**config.mk**
```make
export PLATFORM = sky130hd
export DESIGN_NAME = asu_deg_conv
export DESIGN_NICKNAME = d
export VERILOG_FILES = /design/src/hw/rtl/asu_pkg.sv /design/src/hw/rtl/asu_deg_conv.sv
export SDC_FILE = /design/constraint.sdc
export NUM_CORES = 2
export LEC_CHECK = 0
export BUFFER_PORTS_ARGS = -buffer_cell sky130_fd_sc_hd__buf_2
export CAP_MARGIN = 10
export CORE_AREA = 3 3 439 441
export CTS_CLUSTER_SIZE = 14
export DETAILED_ROUTE_END_ITERATION = 6
export DIE_AREA = 0 0 442 444
export PLACE_DENSITY = 0.45
export SLEW_MARGIN = 20
export SYNTH_ARGS = -nofsm -noshare
export SYNTH_HDL_FRONTEND = slang
export SYNTH_SLANG_ARGS = --single-unit
```
**constraint.sdc**
```tcl
create_clock -name clk -period 9.1 [get_ports clk]
set_input_delay 1.365 -clock clk [delete_from_list [all_inputs] [get_ports clk]]
set_output_delay 1.365 -clock clk [all_outputs]
set_load 0.02 [all_outputs]
```
**src/hw/rtl/asu_pkg.sv**
```systemverilog
// Shared constants, control struct and coefficient functions for the arcsine series unit.
package asu_pkg;

  localparam int ASU_MAX_TERMS = 16;
  localparam int ASU_FRAC_BITS = 16;

  localparam int TC_W = 5;
  localparam logic [TC_W-1:0] TERM_COUNT_RST = 5'd8;

  // Coefficients are built in Q48 and rounded half up to the working precision.
  localparam int COEF_Q = 48;

  // Register stages of the degree converter.
  localparam int DEG_LAT = 5;

  localparam longint unsigned DEG_NUM    = 64'd1800000000;
  localparam longint unsigned PI_E7      = 64'd31415926;
  localparam longint unsigned HALF_PI_E7 = 64'd15707963;
  localparam longint unsigned SCALE_E7   = 64'd10000000;

  typedef struct packed {
    logic            valid;
    logic            neg;
    logic [TC_W-1:0] terms;
  } asu_ctl_t;

  // Truncating unsigned long division, used only while building constants.
  function automatic logic [63:0] asu_udiv(input logic [63:0] num, input logic [63:0] den);
    logic [63:0] quo;
    logic [64:0] rem;
    quo = '0;
    rem = '0;
    for (int i = 63; i >= 0; i--) begin
      rem = {rem[63:0], num[i]};
      if (rem >= {1'b0, den}) begin
        rem    = rem - {1'b0, den};
        quo[i] = 1'b1;
      end
    end
    return quo;
  endfunction

  // Series coefficient (2n-1)!!/((2n)!!(2n+1)) rounded half up to f fraction bits.
  function automatic logic [63:0] asu_coef(input int n, input int f);
    logic [63:0] c;
    logic [63:0] odd;
    logic [63:0] den;
    c = 64'd1 << COEF_Q;
    for (int k = 1; k <= n; k++) begin
      odd = 64'(2 * k - 1);
      den = 64'(2 * k) * 64'(2 * k + 1);
      c   = asu_udiv(c * odd * odd, den);
    end
    return (c + (64'd1 << (COEF_Q - f - 1))) >> (COEF_Q - f);
  endfunction

endpackage

```
**src/hw/rtl/asu_deg_conv.sv**
```systemverilog
// Radians to degrees, round(r * 180 / pi), by reciprocal multiplication with one correction.
module asu_deg_conv
  import asu_pkg::*;
#(
  parameter int FRAC_BITS = ASU_FRAC_BITS
) (
  input  logic                 clk,
  input  logic                 en,
  input  logic [FRAC_BITS+1:0] r_in,
  output logic [FRAC_BITS+1:0] r_out,
  output logic [FRAC_BITS+7:0] deg_out
);

  localparam int AW = FRAC_BITS + 2;
  localparam int DW = FRAC_BITS + 8;
  localparam int NW = AW + 24;
  localparam int LW = NW / 2;
  localparam int HW = NW - LW;
  localparam int PLW = LW + AW;
  localparam int PHW = HW + AW;
  localparam int QSW = NW + AW + 1;
  localparam int PRW = AW + 25;
  localparam longint unsigned Q0 = DEG_NUM / PI_E7;
  localparam longint unsigned R0 = DEG_NUM % PI_E7;
  localparam logic [24:0]   DIV   = 25'(PI_E7);
  localparam logic [23:0]   R0_C  = 24'(R0);
  localparam logic [5:0]    Q0_C  = 6'(Q0);
  localparam logic [23:0]   BIAS  = 24'(HALF_PI_E7);
  localparam logic [AW-1:0] RECIP = AW'((64'd1 << NW) / PI_E7);

  logic [AW-1:0]  r_d [DEG_LAT];
  logic [NW-1:0]  n1, n2, n3, n4;
  logic [DW-1:0]  base1, base2, base3, base4;
  logic [PHW-1:0] ph;
  logic [PLW-1:0] pl;
  logic [QSW-1:0] qsum;
  logic [AW-1:0]  qe3, qe4;
  logic [PRW-1:0] prod4;
  logic [NW-1:0]  rem;
  logic           fix;

  // The integer part of 180/pi is split off, so only the remainder fraction is divided.
  assign qsum = QSW'({ph, {LW{1'b0}}}) + QSW'(pl);
  assign rem  = n4 - NW'(prod4);
  // The estimate is low by at most one.
  assign fix  = rem >= NW'(DIV);

  always_ff @(posedge clk) begin
    if (en) begin
      r_d[0] <= r_in;
      for (int i = 1; i < DEG_LAT; i++) begin
        r_d[i] <= r_d[i-1];
      end
      n1      <= NW'(r_in) * NW'(R0_C) + NW'(BIAS);
      base1   <= DW'(r_in) * DW'(Q0_C);
      ph      <= PHW'(n1[NW-1:LW]) * PHW'(RECIP);
      pl      <= PLW'(n1[LW-1:0]) * PLW'(RECIP);
      n2      <= n1;
      base2   <= base1;
      qe3     <= qsum[NW +: AW];
      n3      <= n2;
      base3   <= base2;
      prod4   <= PRW'(qe3) * PRW'(DIV);
      qe4     <= qe3;
      n4      <= n3;
      base4   <= base3;
      deg_out <= base4 + DW'(qe4) + DW'(fix);
    end
  end

  assign r_out = r_d[DEG_LAT-1];

endmodule

```
==> flow_metrics.env <==
export IMPL_outcome="complete, no violations"
export IMPL_clkTransAtPathRegs_ns=0.07
export IMPL_skew_ns=0.0452
export IMPL_postRouteAntennaNets=0
export IMPL_cts_root_buf="clkbuf_16"
export IMPL_drive_above_1_share_pct=4.32
export IMPL_synth_edf_count=491
export IMPL_rr_worst_depth=29
export IMPL_cts_tree="built"
export IMPL_die_area_um2=196000
export IMPL_grt_max_degree=160
export IMPL_cap_violations=0
export IMPL_finalCriticalPeriod_ns=8.06
export IMPL_grt_pass1_wl_mm=178
export IMPL_routedLengthMet1_mm=54.3
export IMPL_worst_pin_slew_ns=1.02
export IMPL_htree_num_levels=2
export IMPL_cts_made_buffers=53
export IMPL_wl_mm=112
export IMPL_start_util_pct=24.9
export IMPL_path_max_fanout=12
export IMPL_holdBufCountCts=0
export IMPL_setup_worst_path_end_class="register"
export IMPL_syn_area_um2=47100
export IMPL_r2r_start="prod4[2]$_DFFE_PP_"
export IMPL_hold_violations=0
export IMPL_antenna_found_initial=2
export IMPL_detail_route_wl_per_cell_um=16.7
export IMPL_reg2reg_to="deg_out[23]$_DFFE_PP_"
export IMPL_core_um2=190000
export IMPL_die_w_um=442
export IMPL_top_layer_used="met4"
export IMPL_grt_use_total_pct=11.6
export IMPL_drv_slew=0
export IMPL_layout_nets=5489
export IMPL_clock_path_buffers=3
export IMPL_finalSetupViolations=0
export IMPL_pin_count=62
export IMPL_synth_warning_count=0
export IMPL_ys_ff_latch=491
export IMPL_drc=0
export IMPL_crit_required_ns=9.50
export IMPL_synth_top_flop_cell="edfxtp_1"
export IMPL_fillers=19600
export IMPL_dp_hpwl_mm=93.8
export IMPL_finalCritPeriodShare_pct=88.6
export IMPL_placementRows=160
export IMPL_numPortBuffers=61
export IMPL_seq_area_frac_synth_pct=31.3
export IMPL_worstSetupStartpointType="input port"
export IMPL_syn_nets=5392
export IMPL_rsz0062_at_grt="no"
export IMPL_wl_met3_mm=2.85
export IMPL_crit_arrival_ns=8.47
export IMPL_final_cell_mix="1005 x inv_1, 736 x ha_1, 563 x fa_1"
export IMPL_area_growth_pct=10.8
export IMPL_initialDrtViolationCount=1261
export IMPL_gp_congestion=0.858
export IMPL_cts_num_sinks=491
export IMPL_viasPerCell=4.15
export IMPL_whs_path_depth=0
export IMPL_fin_ws_ns=1.04
export IMPL_holdCritPathClass="reg -> reg"
export IMPL_syn_inst=4073
export IMPL_r2r_slack_ns=1.65
export IMPL_pre_cts_ws_ns=0.409
export IMPL_clk_latency_ns=0.66
export IMPL_grt_pass1_vias=30500
export IMPL_drt_pre_antenna_iters=5
export IMPL_postCtsSetupRepairBufs=0
export IMPL_max_freq_mhz=124
export IMPL_holdCritStartpoint="n2[37]$_DFFE_PP_"
export IMPL_fp_dieH_um=444
export IMPL_critPathKind="in -> reg"
export IMPL_ctsResizeCount=0
export IMPL_whs_endpoint="n3[37]$_DFFE_PP_"
export IMPL_antenna_cells=0
export IMPL_fin_setup_tns_ns=0
export IMPL_syn_avg_cell_area_um2=11.6
export IMPL_routed_wl_met2_mm=52.8
export IMPL_async_flop_share_pct=0
export IMPL_grt_overflow=0
export IMPL_vias=27900
export IMPL_slew_headroom_pct=32.0
export IMPL_final_common_cell="inv_1"
export IMPL_synthDistinctLibCells=82
metal layers:
metal	vias to the layer above	GRT usage, %
li1	13700	-
met3	101	1.14
met4	0	2.47
met1	13800	16.3
met5	-	0
met2	308	19.4
worst max-delay path: stages:
cell	delay (ns)
buf_2	0.34
inv_1	0.09
ha_1	0.37
fa_1	0.50
inv_1	0.06
fa_1	0.53
inv_1	0.05
fa_1	0.47
fa_1	0.56
inv_1	0.06
fa_1	0.48
ha_1	0.40
o21ai_0	0.19
o21bai_1	0.16
a21o_1	0.23
a221oi_1	0.51
o21ai_1	0.23
a21oi_1	0.26
xnor2_1	0.19
nand3_1	0.15
or3_1	0.38
and4b_1	0.33
nor2b_4	0.22
nor4b_2	0.24
xnor2_1	0.09
kinds of logic after synthesis:
kind of cell | Yosys count | share of synthesized area [%]
fa+ha+maj | 1299 | 43.5
buf+inv | 1036 | 8.40
compound gates | 535 | 7.48
flops | 491 | 31.3
simple gates | 481 | 5.08
xor+xnor | 226 | 4.20
mux | 5 | 0.106
final cells by class:
cell class / instances / area (µm²) / area share (%)
multi-input cells: 2546 / 28400 / 54.4
flip-flops and latches: 491 / 14700 / 28.2
inverters: 1005 / 3770 / 7.22
well taps: 2511 / 3140 / 6.01
clock buffers: 62 / 1360 / 2.60
repair buffers: 73 / 430 / 0.824
clock inverters: 35 / 359 / 0.687
through the flow:
step,hold slack [ns],instance area (µm²),util [%],cells
final,0.384,52200,27.6,6723
after global routing,0.392,52200,27.6,6723
after CTS,0.382,52200,27.6,6723
after detailed placement,0.405,50500,26.6,6626
after global placement,0.402,50500,26.6,6626
after floorplan,0.400,47100,-,4073
registers in the layout, summed over array words and instances, names as in the netlist:
name,cells
r_d,78
n1,41
n3,41
n4,41
prod4,40
n2,38
ph,38
base1,24
base2,24
base3,24
base4,24
deg_out,24
pl,18
qe3,18
qe4,18
cells in the mapped netlist (all sizes together) (8+ instances only):
library cell,instances,area (µm²)
ha,736,9210
a21boi,8,60.1
a31oi,17,106
edfxtp,491,14700
nand4,22,138
inv,1005,3770
fa,563,11300
o21ai,100,504
nor2,133,507
nand2,106,398
o211ai,8,65.1
and3,22,138
nand2b,24,150
xor2,69,604
o41ai,8,96.4
clkbuf,11,41.3
and4,8,70.1
o21a,25,188
a21o,84,633
buf,20,145
and2,13,83.8
a211oi,24,180
nor2b,33,216
or3,11,68.8
a21oi,156,792
nor3,47,240
nand3,36,180
xnor2,157,1380
o21bai,30,225
worst max path at each step:
stage	startpoint	end	slack (ns)
4_1_cts	r_in[7]	n1[41]$_DFFE_PP_	1.14
2_1_floorplan	r_in[6]	n1[41]$_DFFE_PP_	1.51
5_1_grt	r_in[7]	n1[41]$_DFFE_PP_	0.77
3_3_place_gp	r_in[7]	n1[41]$_DFFE_PP_	0.46
3_5_place_dp	r_in[7]	n1[41]$_DFFE_PP_	0.41
6_report	r_in[7]	n1[41]$_DFFE_PP_	1.04
Power is not shown: default switching activity piles up to over one toggle a cycle in this logic, so the estimate is an artifact.
