==> src/hw/rtl/asu_pkg.sv <==
// Shared constants, control struct and coefficient functions for the arcsine series unit.
package asu_pkg;

  localparam int ASU_MAX_TERMS = 16;
  localparam int ASU_FRAC_BITS = 16;

  localparam int TC_W = 5;
  localparam logic [TC_W-1:0] TERM_COUNT_RST = 5'd8;

  // Coefficients are built in Q48 and rounded half up to the working precision.
  localparam int COEF_Q = 48;

  // Register stages of the degree converter.
  localparam int DEG_LAT = 5;

  localparam longint unsigned DEG_NUM    = 64'd1800000000;
  localparam longint unsigned PI_E7      = 64'd31415926;
  localparam longint unsigned HALF_PI_E7 = 64'd15707963;
  localparam longint unsigned SCALE_E7   = 64'd10000000;

  typedef struct packed {
    logic            valid;
    logic            neg;
    logic [TC_W-1:0] terms;
  } asu_ctl_t;

  // Truncating unsigned long division, used only while building constants.
  function automatic logic [63:0] asu_udiv(input logic [63:0] num, input logic [63:0] den);
    logic [63:0] quo;
    logic [64:0] rem;
    quo = '0;
    rem = '0;
    for (int i = 63; i >= 0; i--) begin
      rem = {rem[63:0], num[i]};
      if (rem >= {1'b0, den}) begin
        rem    = rem - {1'b0, den};
        quo[i] = 1'b1;
      end
    end
    return quo;
  endfunction

  // Series coefficient (2n-1)!!/((2n)!!(2n+1)) rounded half up to f fraction bits.
  function automatic logic [63:0] asu_coef(input int n, input int f);
    logic [63:0] c;
    logic [63:0] odd;
    logic [63:0] den;
    c = 64'd1 << COEF_Q;
    for (int k = 1; k <= n; k++) begin
      odd = 64'(2 * k - 1);
      den = 64'(2 * k) * 64'(2 * k + 1);
      c   = asu_udiv(c * odd * odd, den);
    end
    return (c + (64'd1 << (COEF_Q - f - 1))) >> (COEF_Q - f);
  endfunction

endpackage

==> src/hw/rtl/asu_term_stage.sv <==
// One pipeline stage of the series: advances the odd power and adds at most one term.
module asu_term_stage
  import asu_pkg::*;
#(
  parameter int FRAC_BITS = ASU_FRAC_BITS,
  parameter int STAGE     = 1
) (
  input  logic                 clk,
  input  logic                 rst,
  input  logic                 en,
  input  asu_ctl_t             ctl_in,
  input  logic [FRAC_BITS:0]   x2_in,
  input  logic [FRAC_BITS:0]   p_in,
  input  logic [FRAC_BITS+2:0] sum_in,
  output asu_ctl_t             ctl_out,
  output logic [FRAC_BITS:0]   x2_out,
  output logic [FRAC_BITS:0]   p_out,
  output logic [FRAC_BITS+2:0] sum_out
);

  localparam int PW   = FRAC_BITS + 1;
  localparam int SW   = FRAC_BITS + 3;
  localparam int TW   = 2 * FRAC_BITS + 1;
  localparam int TERM = STAGE - 1;
  localparam logic [FRAC_BITS-1:0] COEF = FRAC_BITS'(asu_coef(TERM, FRAC_BITS));
  localparam logic [2*PW-1:0] RND_P = (2 * PW)'(1) << (FRAC_BITS - 1);
  localparam logic [TW-1:0]   RND_T = TW'(1) << (FRAC_BITS - 1);

  logic [2*PW-1:0] pp;
  logic [TW-1:0]   tp;
  logic [PW-1:0]   term;
  logic            add_term;

  // The power for this stage and the term of the previous power run side by side.
  assign pp       = (2 * PW)'(p_in) * (2 * PW)'(x2_in) + RND_P;
  assign tp       = TW'(COEF) * TW'(p_in) + RND_T;
  assign term     = tp[FRAC_BITS +: PW];
  assign add_term = (TERM >= 1) && (int'(ctl_in.terms) >= TERM);

  always_ff @(posedge clk) begin
    if (rst) begin
      ctl_out.valid <= 1'b0;
    end else if (en) begin
      ctl_out <= ctl_in;
    end
  end

  always_ff @(posedge clk) begin
    if (en) begin
      x2_out  <= x2_in;
      p_out   <= pp[FRAC_BITS +: PW];
      sum_out <= sum_in + (add_term ? SW'(term) : SW'(0));
    end
  end

endmodule

==> config.mk <==
export PLATFORM = sky130hd
export DESIGN_NAME = asu_term_stage
export DESIGN_NICKNAME = d
export VERILOG_FILES = /design/src/hw/rtl/asu_pkg.sv /design/src/hw/rtl/asu_term_stage.sv
export SDC_FILE = /design/constraint.sdc
export NUM_CORES = 1
export LEC_CHECK = 0
export BUFFER_PORTS_ARGS = -buffer_cell sky130_fd_sc_hd__buf_2
export CAP_MARGIN = 20
export CORE_UTILIZATION = 45
export CTS_CLUSTER_DIAMETER = 30
export DETAILED_ROUTE_END_ITERATION = 16
export PLACE_DENSITY = 0.61
export RECOVER_POWER = 50
export SLEW_MARGIN = 30
export SYNTH_ARGS = -nofsm -noshare
export SYNTH_HDL_FRONTEND = slang
export SYNTH_SLANG_ARGS = --single-unit
==> constraint.sdc <==
create_clock -name clk -period 6.7 [get_ports clk]
set_input_delay 0.335 -clock clk [delete_from_list [all_inputs] [get_ports clk]]
set_output_delay 0.335 -clock clk [all_outputs]
set_load 0.1 [all_outputs]
==> impl_metrics.csv, run 1 <==
group,metric,value,unit
route,drt-pass1-iter-count,6,
job,drv_cap,1,
global_routing,grt_use_total,22.8,%
logic_synthesis,synthesis.area,11400,µm²
setup_path,critical_path.most_common_cell,"fa_1",
floorplanning,die_x,161,µm
cells_and_area,area_growth,10.1,%
floorplanning,coreArea,24500,µm²
sta,skew,0,ps
cells_and_area,multi_input_area,8390,µm²
logic_synthesis,yosysUniqueCellTypes,49,
clock_tree,worstSkewPairLatency,330,ps
global_routing,grt_pass1_vias,9049,
cells_and_area,nets,1666,
sta,tightest_slew,2540,ps
setup_path,cp.arrival,6090,ps
route,avgViaCountPerCell,5.16,
sta,rsz0062_at_grt,"false",
global_routing,antenna_found_initial,1,
logic_synthesis,ys_seq_area_share,15.8,%
logic_synthesis,ys_warn_count,0,
clock_tree,clkSinkCount,60,
clock_tree,htreeDepth,3,
outcome,violations,"capacitance limit, slew limit",
floorplanning,die_h,161,µm
place,io_buffers,122,
place,gp_congestion,0.830,
global_routing,grt_max_degree,46,
clock_tree,cts-hold-fix-buffers,0,
route,antenna_left,0,
sta,maxSlewViolCount,46,
sta,finalCritPeriodShare,89.8,%
route,vias,8243,
cells_and_area,drive_above_1_share,10.8,%
clock_tree,cts_tree,"built",
setup_path,cp_top_family,"adder cells",
floorplanning,rows,57,
logic_synthesis,syn_area_per_cell,9.66,µm²
logic_synthesis,yosys.area.top_type_share,39.2,%
global_routing,grt_overflow,0,
cells_and_area,postLayoutCellArea,12500,µm²
clock_tree,cts_root_buf,"clkbuf_16",
global_routing,grtUsageMet2,40.2,%
floorplanning,num_io_pins,123,
setup_path,end_kind,"flop",
global_routing,grt_pass1_wl,45500,µm
setup_path,crit_buf_inv,4,
sta,timing.setup.tns,0,ps
route,routed_wl,26800,µm
logic_synthesis,async_reset_ff_share,0,%
setup_path,path_cells,"clkbuf_1 -> nand2_1 -> fa_1 -> fa_1 -> fa_1 -> inv_1 -> fa_1 -> fa_1 -> inv_1 -> fa_1 -> inv_1 -> ha_1 -> o21ai_0 -> a2111oi_1 -> nand2_1 -> o211ai_1 -> o41ai_1",
sta,hold_viol,0,
place,placed_area,12200,µm²
setup_path,slowest_stage,"clkbuf_1",
route,route.detailed.drc,0,
logic_synthesis,synth-edff-count,59,
floorplanning,start_util,46.4,%
cells_and_area,fillerInstances,2356,
clock_tree,cts-buffers-inserted,9,
cells_and_area,regArea,1790,µm²
setup_path,cp_max_fo,18,
sta,fmax,166,MHz
logic_synthesis,yosys.area.top_type,"fa_1",
min_path,worstHoldPathType,"input pin to flop",
clock_tree,path_clk_slew,60,ps
logic_synthesis,synth_area_leaders,"fa_1, edfxtp_1, ha_1",
route,wl_per_cell,16.8,µm
sta,period_needed,6010,ps
route,drt_iter0_drc,348,
logic_synthesis,synth_seq_cells,60,
clock_tree,post_cts_resize_count,0,
setup_path,rrSetupSlack,6090,ps
setup_path,path_class,"input pin to flop",
clock_tree,cts_buffer_depth,2,
global_routing,busiest_layer,"met2",
place,place.detailed.hpwl,21300,µm
global_routing,grt_use_met3,2.57,%
setup_path,cp_data_required_time,6780,ps
logic_synthesis,synthFlopType,"edfxtp_1",
global_routing,grtUsageMet1,28.8,%
logic_synthesis,syn_nets,1575,
setup_path,startpoint_type,"input pin",
setup_path,max_stage_delay,660,ps
outcome,status,"finished with violations",
clock_tree,cts_setup_buffers,0,
logic_synthesis,synthCells,1177,
floorplanning,dieArea,25900,µm²
sta,setup_viol,0,
sta,relSlewSlack,-69.5,%
==> kinds of logic (layout without fill, tap and decap cells) <==
group                      Yosys count  after routing  synth area share (%)
xor gates and xnor gates            17             17                  1.31
buffers and inverters              317            413                  10.5
adders and majority gates          335            335                  51.6
and+or+nand+nor                    370            370                  16.3
DFF                                 60             60                  15.8
AOI/OAI and AO/OA                   75             75                  4.29
muxes                                3              3                 0.264
other                                0              1                     0
==> stage by stage <==
step | std cells | util, % | setup slack, ps | hold slack, ps
3_3_place_gp | 1581 | 49.9 | 641 | 474
2_1_floorplan | 1177 | - | 1050 | 407
4_1_cts | 1597 | 51.1 | 1000 | 152
6_report | 1598 | 51.0 | 686 | 166
5_1_grt | 1598 | 51.0 | 329 | 156
3_5_place_dp | 1581 | 49.9 | 642 | 491
==> flip-flops by register name, summed over array words and instances, names as in the netlist <==
| signal | flops |
|---|---|
| x2_out | 17 |
| sum_out | 19 |
| ctl_out | 7 |
| p_out | 17 |
==> final cells by class <==
cell class	count	share of cell area [%]
Inverter	272	8.16
Timing Repair Buffer	125	4.95
Sequential cell	60	14.3
Clock inverter	6	0.520
Multi-Input combinational cell	800	67.0
Tap cell	324	3.24
Clock buffer	10	1.83
Antenna cell	1	0.0200
==> layer usage <==
| layer | vias to the layer above | routed length (µm) | share of wire, % |
|---|---|---|---|
| li1 | 3755 | - | - |
| met1 | 4222 | 11000 | 41 |
| met2 | 221 | 13900 | 52 |
| met3 | 45 | 1100 | 4.1 |
| met4 | 0 | 804 | 3.0 |
| met5 | - | 0 | 0 |
==> cell usage in the layout (no fill, tap or decap), types with 9 or more instances in the layout <==
| cell type | count |
|---|---|
| clkbuf_1 | 10 |
| nor2_1 | 17 |
| inv_1 | 272 |
| ha_1 | 112 |
| a21oi_1 | 28 |
| clkbuf_16 | 9 |
| nand2_1 | 171 |
| buf_2 | 114 |
| fa_1 | 223 |
| o21ai_0 | 12 |
| edfxtp_1 | 59 |
| xnor2_1 | 14 |
| and2_1 | 140 |
| nand4_1 | 11 |
==> final timing paths <==
path,from,cells after the start,to
max,x2_in[2],17,p_out[16]
min,sum_in[14],1,sum_out[14]
max reg2reg,ctl_out[6],2,ctl_out[6]
min reg2reg,ctl_out[6],2,ctl_out[6]
==> cell usage after synthesis (2+ instances only) <==
| cell | n |
|---|---|
| inv_1 | 272 |
| fa_1 | 223 |
| nand2_1 | 171 |
| and2_1 | 140 |
| ha_1 | 112 |
| edfxtp_1 | 59 |
| clkbuf_1 | 39 |
| a21oi_1 | 28 |
| nor2_1 | 17 |
| xnor2_1 | 14 |
| o21ai_0 | 12 |
| nand4_1 | 11 |
| nand3_1 | 7 |
| nor3_1 | 7 |
| a31oi_1 | 5 |
| buf_2 | 5 |
| o211ai_1 | 4 |
| o21ai_1 | 4 |
| and3_1 | 3 |
| mux2i_1 | 3 |
| nand2b_1 | 3 |
| o31ai_1 | 3 |
| xor2_1 | 3 |
| a211o_1 | 2 |
| a211oi_1 | 2 |
| and4_1 | 2 |
| nor2b_1 | 2 |
| o21bai_1 | 2 |
| o311ai_0 | 2 |
Power of run 1 is left out: the tool's default activity adds up to more than one toggle a clock period on the data nets, which glitch-free logic cannot reach.
==> inputs of run 2 (changes only) <==
==> constraint.sdc (replaced) <==
create_clock -name clk -period 6.7 [get_ports clk]
set_input_delay 0 -clock clk [delete_from_list [all_inputs] [get_ports clk]]
set_output_delay 0 -clock clk [all_outputs]
set_load 0.1 [all_outputs]
==> impl_metrics.csv, run 2 (synthesis results as in run 1) <==
group,metric,value,unit
route,wl_per_cell,17.0,µm
setup_path,path_class,"input pin to flop",
route,vias,8237,
route,drt_iter0_drc,364,
clock_tree,cts-buffers-inserted,9,
place,dp.cells,1579,
sta,finalCritPeriodShare,89.7,%
global_routing,grt_max_degree,56,
sta,fmax,166,MHz
global_routing,grt_pass1_wl,46500,µm
cells_and_area,largest-register,"sum_out",
sta,rsz0062_at_grt,"false",
setup_path,cp_data_required_time,6780,ps
route,avgViaCountPerCell,5.08,
setup_path,cp_max_fo,18,
min_path,hold_path_depth,1,
clock_tree,cts_buffer_depth,2,
sta,tightest_slew,3180,ps
cells_and_area,finalNonFillerCells,1622,
clock_tree,clkSinkCount,60,
route,routed_wl,27500,µm
cells_and_area,drive_above_1_share,9.94,%
place,placed_area,12200,µm²
global_routing,antenna_found_initial,0,
setup_path,startpoint_type,"input pin",
cells_and_area,layout_common_cells,"inv_1, fa_1, nand2_1",
min_path,worstHoldPathType,"input pin to flop",
min_path,hp-start,"x2_in[5]",
cells_and_area,postLayoutCellArea,12800,µm²
cells_and_area,area_growth,12.2,%
setup_path,end_kind,"flop",
setup_path,cp.arrival,6090,ps
floorplanning,start_util,46.4,%
floorplanning,num_io_pins,123,
sta,timing.setup.tns,0,ps
floorplanning,dieArea,25900,µm²
job,drv_cap,1,
sta,relSlewSlack,-112,%
clock_tree,worstSkewPairLatency,340,ps
setup_path,r2r_cells,3,
place,gp_congestion,0.839,
sta,period_needed,6010,ps
place,place.detailed.hpwl,21300,µm
sta,setup_viol,0,
clock_tree,cts_tree,"built",
setup_path,worstSetupStartpoint,"x2_in[8]",
sta,skew,0,ps
floorplanning,coreArea,24500,µm²
global_routing,grt_use_total,23.3,%
setup_path,worstReg2RegStart,"ctl_out[6]",
global_routing,grt_pass1_vias,9163,
sta,hold_ws,105,ps
cells_and_area,nets,1691,
floorplanning,die_h,161,µm
sta,hold_viol,0,
route,drt-pass1-iter-count,5,
route,antenna_left,0,
outcome,status,"finished with violations",
cells_and_area,largestRegisters,"sum_out (19), p_out (17), x2_out (17)",
floorplanning,die_x,161,µm
place,io_buffers,122,
clock_tree,path_clk_slew,60,ps
route,route.detailed.drc,0,
clock_tree,htreeDepth,3,
cells_and_area,largest_reg_flops,19,
sta,maxSlewViolCount,56,
global_routing,grt_overflow,0,
floorplanning,rows,57,
outcome,violations,"capacitance limit, slew limit",
cells_and_area,final_common_cell,"inv_1",
clock_tree,cts_root_buf,"clkbuf_16",
cells_and_area,diodes,0,
==> run 2: final timing paths <==
path / slack, ps / end
min: 100 / x2_out[5]
max: 690 / p_out[16]
min reg2reg: 1030 / ctl_out[6]
max reg2reg: 5530 / ctl_out[6]
==> run 2: repair_timing <==
action                    4_1_cts  5_1_grt
hold buffers                   27        0
hold endpoints to repair       26        0
resized for setup               0        0
buffers inserted                0        0
==> run 2: per-layer routing <==
metal	vias to the layer above	wire length [µm]	global-route usage [%]	share of wire (%)
li1	3799	-	-	-
met1	4204	11200	28.4	40
met2	190	14600	42.9	53
met3	44	1080	2.82	3.9
met4	0	744	6.99	2.7
met5	-	0	0	0
==> run 2: layout make-up <==
| type | count | area [µm²] |
|---|---|---|
| Clock buffer | 10 | 229 |
| Clock inverter | 6 | 63.8 |
| Fill cell | 2335 | 11800 |
| Inverter | 272 | 1020 |
| Multi-Input combinational cell | 800 | 8390 |
| Sequential cell | 60 | 1790 |
| Tap cell | 324 | 405 |
| Timing Repair Buffer | 150 | 867 |
==> run 2: stage by stage <==
step	util [%]	setup slack, ps
6_report	52.0	691
5_1_grt	52.0	397
4_1_cts	52.1	1060
3_5_place_dp	49.8	726
3_3_place_gp	49.8	791
2_1_floorplan	-	1380
==> run 2: worst max-delay path, cell delays in order <==
cell and delay [ps]:
clkbuf_1 650, nand2_1 190, fa_1 560, inv_1 50, fa_1 490, fa_1 600, fa_1 430, fa_1 530
inv_1 60, fa_1 480, inv_1 40, ha_1 440, o21ai_0 200, a2111oi_1 710, nand2_1 110, o211ai_1 370
o41ai_1 130
Power of run 2 is left out for the same reason.
